`src/sv/u8mr_pkg.sv`:
```
// ----------------------------------------------------------------------------
// u8mr_pkg
// shared types, constants and the reverse table lookup for the transcoder
// ----------------------------------------------------------------------------
package u8mr_pkg;

    localparam int CP_W    = 21;
    localparam int Q_DEPTH = 4;
    localparam int Q_AW    = $clog2(Q_DEPTH);
    localparam int Q_CW    = $clog2(Q_DEPTH + 1);

    typedef struct packed {
        logic            err;
        logic [CP_W-1:0] cp;
    } t_q_item;

    typedef struct packed {
        logic       hit;
        logic [7:0] idx;
    } t_lookup;

    // upper half of the table, entries 0x80 to 0xff
    localparam logic [15:0] MAC_HI [128] = '{
        16'h00C4, 16'h00C5, 16'h00C7, 16'h00C9, 16'h00D1, 16'h00D6, 16'h00DC, 16'h00E1,
        16'h00E0, 16'h00E2, 16'h00E4, 16'h00E3, 16'h00E5, 16'h00E7, 16'h00E9, 16'h00E8,
        16'h00EA, 16'h00EB, 16'h00ED, 16'h00EC, 16'h00EE, 16'h00EF, 16'h00F1, 16'h00F3,
        16'h00F2, 16'h00F4, 16'h00F6, 16'h00F5, 16'h00FA, 16'h00F9, 16'h00FB, 16'h00FC,
        16'h2020, 16'h00B0, 16'h00A2, 16'h00A3, 16'h00A7, 16'h2022, 16'h00B6, 16'h00DF,
        16'h00AE, 16'h00A9, 16'h2122, 16'h00B4, 16'h00A8, 16'h2260, 16'h00C6, 16'h00D8,
        16'h221E, 16'h00B1, 16'h2264, 16'h2265, 16'h00A5, 16'h00B5, 16'h2202, 16'h2211,
        16'h220F, 16'h03C0, 16'h222B, 16'h00AA, 16'h00BA, 16'h03A9, 16'h00E6, 16'h00F8,
        16'h00BF, 16'h00A1, 16'h00AC, 16'h221A, 16'h0192, 16'h2248, 16'h2206, 16'h00AB,
        16'h00BB, 16'h2026, 16'h00A0, 16'h00C0, 16'h00C3, 16'h00D5, 16'h0152, 16'h0153,
        16'h2013, 16'h2014, 16'h201C, 16'h201D, 16'h2018, 16'h2019, 16'h00F7, 16'h25CA,
        16'h00FF, 16'h0178, 16'h2044, 16'h20AC, 16'h2039, 16'h203A, 16'hFB01, 16'hFB02,
        16'h2021, 16'h00B7, 16'h201A, 16'h201E, 16'h2030, 16'h00C2, 16'h00CA, 16'h00C1,
        16'h00CB, 16'h00C8, 16'h00CD, 16'h00CE, 16'h00CF, 16'h00CC, 16'h00D3, 16'h00D4,
        16'hF8FF, 16'h00D2, 16'h00DA, 16'h00DB, 16'h00D9, 16'h0131, 16'h02C6, 16'h02DC,
        16'h00AF, 16'h02D8, 16'h02D9, 16'h02DA, 16'h00B8, 16'h02DD, 16'h02DB, 16'h02C7
    };

    function automatic t_lookup mac_lookup(input logic [CP_W-1:0] cp);
        t_lookup r;
        r.hit = 1'b0;
        r.idx = 8'h00;
        if (cp[CP_W-1:7] == '0) begin
            r.hit = 1'b1;
            r.idx = {1'b0, cp[6:0]};
        end else if (cp[CP_W-1:16] == '0) begin
            for (int k = 0; k < 128; k++) begin
                if (cp[15:0] == MAC_HI[k]) begin
                    r.hit = 1'b1;
                    r.idx = {1'b1, 7'(k)};
                end
            end
        end
        return r;
    endfunction

endpackage

```
`src/sv/u8mr_front.sv`:
```
// ----------------------------------------------------------------------------
// u8mr_front
// utf-8 sequence decoder: classifies lead bytes and builds code points
// ----------------------------------------------------------------------------
module u8mr_front import u8mr_pkg::*; (
    input  logic    i_clk,
    input  logic    i_rst_n,
    input  logic    i_push,
    input  logic    [7:0] i_in_byte,
    input  logic    i_q_full,
    output logic    o_q_wr,
    output t_q_item o_q_item
);

    logic [1:0]      r_pending, n_pending;
    logic [CP_W-1:0] r_accum, n_accum;
    logic            accept;

    assign accept = i_push && !i_q_full;

    always_comb begin
        n_pending = r_pending;
        n_accum   = r_accum;
        o_q_wr    = 1'b0;
        o_q_item  = '{err: 1'b0, cp: '0};
        if (accept) begin
            if (r_pending != 2'd0) begin
                n_accum   = {r_accum[CP_W-7:0], i_in_byte[5:0]};
                n_pending = r_pending - 2'd1;
                if (r_pending == 2'd1) begin
                    o_q_wr   = 1'b1;
                    o_q_item = '{err: 1'b0, cp: n_accum};
                end
            end else if (i_in_byte[7] == 1'b0) begin
                n_accum  = {{(CP_W-7){1'b0}}, i_in_byte[6:0]};
                o_q_wr   = 1'b1;
                o_q_item = '{err: 1'b0, cp: n_accum};
            end else if (i_in_byte[7:5] == 3'b110) begin
                n_accum   = {{(CP_W-5){1'b0}}, i_in_byte[4:0]};
                n_pending = 2'd1;
            end else if (i_in_byte[7:4] == 4'b1110) begin
                n_accum   = {{(CP_W-4){1'b0}}, i_in_byte[3:0]};
                n_pending = 2'd2;
            end else if (i_in_byte[7:3] == 5'b11110) begin
                n_accum   = {{(CP_W-3){1'b0}}, i_in_byte[2:0]};
                n_pending = 2'd3;
            end else begin
                o_q_wr   = 1'b1;
                o_q_item = '{err: 1'b1, cp: '0};
            end
        end
    end

    always_ff @(posedge i_clk) begin
        if (!i_rst_n) begin
            r_pending <= 2'd0;
            r_accum   <= '0;
        end else begin
            r_pending <= n_pending;
            r_accum   <= n_accum;
        end
    end

endmodule

```
`src/sv/u8mr_queue.sv`:
```
// ----------------------------------------------------------------------------
// u8mr_queue
// short register queue between the decoder and the table lookup
// ----------------------------------------------------------------------------
module u8mr_queue import u8mr_pkg::*; (
    input  logic    i_clk,
    input  logic    i_rst_n,
    input  logic    i_wr,
    input  t_q_item i_wr_item,
    input  logic    i_rd,
    output t_q_item o_head,
    output logic    o_empty,
    output logic    o_full
);

    t_q_item         r_mem [Q_DEPTH];
    logic [Q_AW-1:0] r_wr_ptr, r_rd_ptr;
    logic [Q_CW-1:0] r_count;
    logic            do_wr, do_rd;

    assign o_empty = (r_count == '0);
    assign o_full  = (r_count == Q_CW'(Q_DEPTH));
    assign o_head  = r_mem[r_rd_ptr];
    assign do_wr   = i_wr && !o_full;
    assign do_rd   = i_rd && !o_empty;

    always_ff @(posedge i_clk) begin
        if (do_wr) begin
            r_mem[r_wr_ptr] <= i_wr_item;
        end
    end

    always_ff @(posedge i_clk) begin
        if (!i_rst_n) begin
            r_wr_ptr <= '0;
            r_rd_ptr <= '0;
            r_count  <= '0;
        end else begin
            if (do_wr) begin
                r_wr_ptr <= r_wr_ptr + 1'b1;
            end
            if (do_rd) begin
                r_rd_ptr <= r_rd_ptr + 1'b1;
            end
            case ({do_wr, do_rd})
                2'b10:   r_count <= r_count + 1'b1;
                2'b01:   r_count <= r_count - 1'b1;
                default: r_count <= r_count;
            endcase
        end
    end

endmodule

```
`src/sv/u8mr_back.sv`:
```
// ----------------------------------------------------------------------------
// u8mr_back
// reverse table lookup and registered result stage
// ----------------------------------------------------------------------------
module u8mr_back import u8mr_pkg::*; (
    input  logic    i_clk,
    input  logic    i_rst_n,
    input  t_q_item i_head,
    input  logic    i_q_empty,
    output logic    o_q_rd,
    input  logic    i_pop,
    output logic    o_empty,
    output logic    [7:0] o_mac_byte,
    output logic    o_status
);

    logic       r_valid, n_valid;
    logic [7:0] r_byte, n_byte;
    logic       r_status, n_status;
    t_lookup    lk;

    assign lk     = mac_lookup(i_head.cp);
    assign o_q_rd = !i_q_empty && (!r_valid || i_pop);

    always_comb begin
        n_valid  = r_valid;
        n_byte   = r_byte;
        n_status = r_status;
        if (o_q_rd) begin
            n_valid  = i_head.err || lk.hit;
            n_byte   = i_head.err ? 8'h00 : lk.idx;
            n_status = i_head.err;
        end else if (i_pop) begin
            n_valid = 1'b0;
        end
    end

    always_ff @(posedge i_clk) begin
        r_byte   <= n_byte;
        r_status <= n_status;
        if (!i_rst_n) begin
            r_valid <= 1'b0;
        end else begin
            r_valid <= n_valid;
        end
    end

    assign o_empty    = !r_valid;
    assign o_mac_byte = r_byte;
    assign o_status   = r_status;

endmodule

```
`src/sv/utf8_to_mac_roman_core.sv`:
```
// ----------------------------------------------------------------------------
// utf8_to_mac_roman_core
// Takes one raw UTF-8 byte per cycle and gives the MacRoman byte of each
// completed code point. Code points with no MacRoman entry give no result;
// a stray continuation byte or a lead byte 0xf8-0xff in lead position gives
// one result with status 1 and mac_byte 0. Bytes after a lead byte are taken
// on their low six bits without a tag check. A new byte is accepted every
// cycle while full is low; a completed code point passes through the
// four-entry decoder queue and then the result register, and the result
// register is refilled in the cycle it is popped.
// ----------------------------------------------------------------------------
module utf8_to_mac_roman_core import u8mr_pkg::*; (
    input  logic       i_clk,
    input  logic       i_rst_n,
    input  logic       push,
    output logic       full,
    input  logic [7:0] i_in_byte,
    output logic       empty,
    input  logic       pop,
    output logic [7:0] o_mac_byte,
    output logic       o_status
);

    logic    q_wr, q_rd, q_empty, q_full;
    t_q_item q_wr_item, q_head;

    assign full = q_full;

    u8mr_front u_front (
        .i_clk     (i_clk),
        .i_rst_n   (i_rst_n),
        .i_push    (push),
        .i_in_byte (i_in_byte),
        .i_q_full  (q_full),
        .o_q_wr    (q_wr),
        .o_q_item  (q_wr_item)
    );

    u8mr_queue u_queue (
        .i_clk     (i_clk),
        .i_rst_n   (i_rst_n),
        .i_wr      (q_wr),
        .i_wr_item (q_wr_item),
        .i_rd      (q_rd),
        .o_head    (q_head),
        .o_empty   (q_empty),
        .o_full    (q_full)
    );

    u8mr_back u_back (
        .i_clk      (i_clk),
        .i_rst_n    (i_rst_n),
        .i_head     (q_head),
        .i_q_empty  (q_empty),
        .o_q_rd     (q_rd),
        .i_pop      (pop),
        .o_empty    (empty),
        .o_mac_byte (o_mac_byte),
        .o_status   (o_status)
    );

endmodule

```
`config.mk`:
```
export PLATFORM = sky130hd
export DESIGN_NAME = utf8_to_mac_roman_core
export DESIGN_NICKNAME = d
export VERILOG_FILES = /design/src/sv/u8mr_pkg.sv /design/src/sv/u8mr_front.sv /design/src/sv/u8mr_queue.sv /design/src/sv/u8mr_back.sv /design/src/sv/utf8_to_mac_roman_core.sv
export SDC_FILE = /design/constraint.sdc
export NUM_CORES = 1
export LEC_CHECK = 0
export ABC_AREA = 1
export BUFFER_PORTS_ARGS = -buffer_cell sky130_fd_sc_hd__buf_2
export CAP_MARGIN = 20
export CORE_MARGIN = 5
export CORE_UTILIZATION = 67
export CTS_CLUSTER_SIZE = 10
export DETAILED_ROUTE_END_ITERATION = 7
export GPL_TIMING_DRIVEN = 0
export PLACE_DENSITY = 0.85
export SYNTH_ARGS = -nofsm -noshare
export SYNTH_HDL_FRONTEND = slang
export SYNTH_SLANG_ARGS = --single-unit
```
`constraint.sdc`:
```
create_clock -name i_clk -period 10.6 [get_ports i_clk]
set_clock_uncertainty 0.2 [all_clocks]
set_input_delay 0 -clock i_clk [delete_from_list [all_inputs] [get_ports i_clk]]
set_output_delay 0 -clock i_clk [all_outputs]
set_load 0.01 [all_outputs]
```
==> impl_metrics.env <==
export IMPL_grt_pass1_wl_mm=40.7
export IMPL_start_util=0.683
export IMPL_drtIter0Drc=1470
export IMPL_antenna_found_initial=0
export IMPL_setup_viol=0
export IMPL_h_tree_depth=4
export IMPL_grt_met3_usage=0.0987
export IMPL_power_density_mw_per_mm2=243
export IMPL_crit_path_max_fanout=10
export IMPL_yosysSeqAreaShare=0.494
export IMPL_synthTopCellsByArea="edfxtp_1 42%, nand2_1 11%, nor2_1 8.1%"
export IMPL_first_global_vias=7597
export IMPL_drive_above_1_share=0.103
export IMPL_final_setup_tns_ps=0
export IMPL_ys_types=42
export IMPL_fin_cells=1107
export IMPL_dr_total_vias=7560
export IMPL_slew_violations=0
export IMPL_rsz0062_at_grt="no"
export IMPL_period_needed_ps=5490
export IMPL_via_per_inst=6.83
export IMPL_dp_worst_setup_slack_ps=5400
export IMPL_wl_per_cell_um=23.3
export IMPL_synth_edff_count=97
export IMPL_met2_usage=0.694
export IMPL_setup_ws_ps=5110
export IMPL_port_buffers=22
export IMPL_gr_usage_met1=0.482
export IMPL_area_growth_pct=16.1
export IMPL_cp_slowest_cell="dfxtp_1"
export IMPL_nets=976
export IMPL_tightestPinTransition_ps=826
export IMPL_fin_crit_sh=0.518
export IMPL_nFillCells=635
export IMPL_cts_tree="done"
export IMPL_root_buffer="clkbuf_8"
export IMPL_cp_start_kind="register"
export IMPL_grt_ovfl_total=0
export IMPL_cts_sinks=124
export IMPL_fp_coreArea_mm2=0.0102
export IMPL_hpwl_mm=15.2
export IMPL_whs_ps=186
export IMPL_drv_cap=0
export IMPL_status="complete, no violations"
export IMPL_synth_top_area_frac=0.417
export IMPL_chipHeight_um=112
export IMPL_dr_pass1_iters=8
export IMPL_crit_required_ps=10650
export IMPL_cts_made_buffers=17
export IMPL_gr_usage_all_layers=0.417
export IMPL_ys_seq_elements=124
export IMPL_antenna_left=0
export IMPL_yosys_warnings=0
export IMPL_gp_congestion=1.20
export IMPL_postPlaceCellArea_mm2=0.00734
export IMPL_dp_cells=1054
export IMPL_async_flop_share=0
export IMPL_min_path_cells=5
export IMPL_final_hold_viol_count=0
export IMPL_r2r_slack_ps=5110
export IMPL_clockBufferDepth=2
export IMPL_synth_fp_nets=909
export IMPL_cpMostUsedCell="nand4_1"
export IMPL_syn_area_per_cell_um2=7.84
export IMPL_die_area_mm2=0.0126
export IMPL_ios=23
export IMPL_syn_instance_count=891
export IMPL_die_w_um=112
export IMPL_slowest_delay_ps=360
export IMPL_critical_path_class="reg2reg"
export IMPL_worstRegToRegCells=45
export IMPL_final_area_mm2=0.00811
export IMPL_top_usage_layer="met2"
export IMPL_hp_class="in2reg"
export IMPL_worstPathArrival_ps=5540
export IMPL_fmax_mhz=182
export IMPL_synth_common_cells="207 x nand2_1, 151 x nor2_1, 115 x inv_1, 97 x edfxtp_1, 59 x nand3_1"
export IMPL_peakVddDrop_v=0.000218
export IMPL_end_kind="register"
export IMPL_drc=0
export IMPL_power_leakage_nw=3.29
export IMPL_ys_flop_type="edfxtp_1"
export IMPL_grt_max_degree=18
export IMPL_num_rows=37
export IMPL_synth_most_common_cell="nand2_1"
export IMPL_worstSkewPairLatency_ps=540
export IMPL_antennaDiodeCount=0
export IMPL_slew_headroom=0.450
export IMPL_cts_setup_buffers=0
export IMPL_yosysTopAreaCell="edfxtp_1"
export IMPL_synthesis_area_mm2=0.00698
export IMPL_clk_pin_slew_ps=60
export IMPL_drt_total_wl_mm=25.8
-- cell type report --
cell class                      count  area [µm²]  area share
Inverter                          125         469      0.0579
Sequential cell                   124        3450       0.426
Clock buffer                       21         482      0.0594
Timing Repair Buffer               48         383      0.0472
Buffer                             19         138      0.0170
Clock inverter                     11        76.3     0.00942
Tap cell                          136         170      0.0210
Multi-Input combinational cell    623        2930       0.362
-- through the flow --
step / utilization / total power, mW
global route: 0.792 / 2.04
CTS: 0.792 / 1.88
global placement: 0.710 / 1.28
floorplan: - / 1.11
finish: 0.792 / 1.97
detailed placement: 0.718 / 1.32
-- placed cells by master, fill, tap and decap left out, drive strengths merged, types with 28 or more instances in the layout --
cell type | Yosys | routed
nand3 | 62 | 62
nand4 | 29 | 29
a21oi | 43 | 43
nor2 | 152 | 152
buf | 13 | 41
inv | 124 | 130
nor3 | 28 | 28
edfxtp | 97 | 97
nand2 | 215 | 215
o21ai | 37 | 37
-- where the power goes --
part | switching [mW] | internal (mW) | total, mW
Combinational | 0.578 | 0.190 | 0.768
Sequential | 0.0356 | 0.607 | 0.642
Clock | 0.234 | 0.323 | 0.557
Total | 0.847 | 1.12 | 1.97
-- worst paths after layout --
check,from,endpoint
worst max-delay path,register,u_back.o_mac_byte[0]
worst min-delay path,pop,u_back.r_valid
worst max register to register,register,u_back.o_mac_byte[0]
worst min register to register,u_queue.r_rd_ptr[1],u_queue.r_rd_ptr[1]
-- cells by family (layout without fill, tap and decap cells) --
| kind of cell | Yosys count | in the layout | synth area share |
|---|---|---|---|
| buffers and inverters | 144 | 224 | 0.0869 |
| flip-flops | 124 | 124 | 0.494 |
| AND/OR/NAND/NOR | 498 | 498 | 0.305 |
| adder cells (fa/ha/maj) | 6 | 6 | 0.0118 |
| AO/OA/AOI/OAI | 119 | 119 | 0.101 |
-- layer usage --
| metal | routed length [µm] | vias to the layer above | part of all wire |
|---|---|---|---|
| met5 | 0 | - | 0 |
| met4 | 2190 | 0 | 0.085 |
| met3 | 3430 | 246 | 0.13 |
| met2 | 11900 | 826 | 0.46 |
| met1 | 8260 | 3346 | 0.32 |
| li1 | - | 3142 | - |
-- flip-flops by register name, indices dropped and copies added, names as in the netlist, named ones only --
name,cells
u_queue.r_count,3
u_queue.r_rd_ptr,2
u_queue.r_wr_ptr,2
u_front.r_accum,15
u_back.r_valid,1
u_front.r_pending,2
u_queue.r_mem,88
u_back.o_mac_byte,8
u_back.o_status,1
-- what timing repair did --
action / in CTS / in global routing
hold buffers: 20 / 0
endpoints found under the hold margin: 58 / 0
resized for setup: 0 / 0
-- critical path: cells and delay by family, from the launching register on --
kind	cells	cell delay (ps)
simple gates	39	4080
compound gates	1	60
flops	1	360
buf+inv	5	450
No activity file was read; power rests on OpenSTA's default activity.
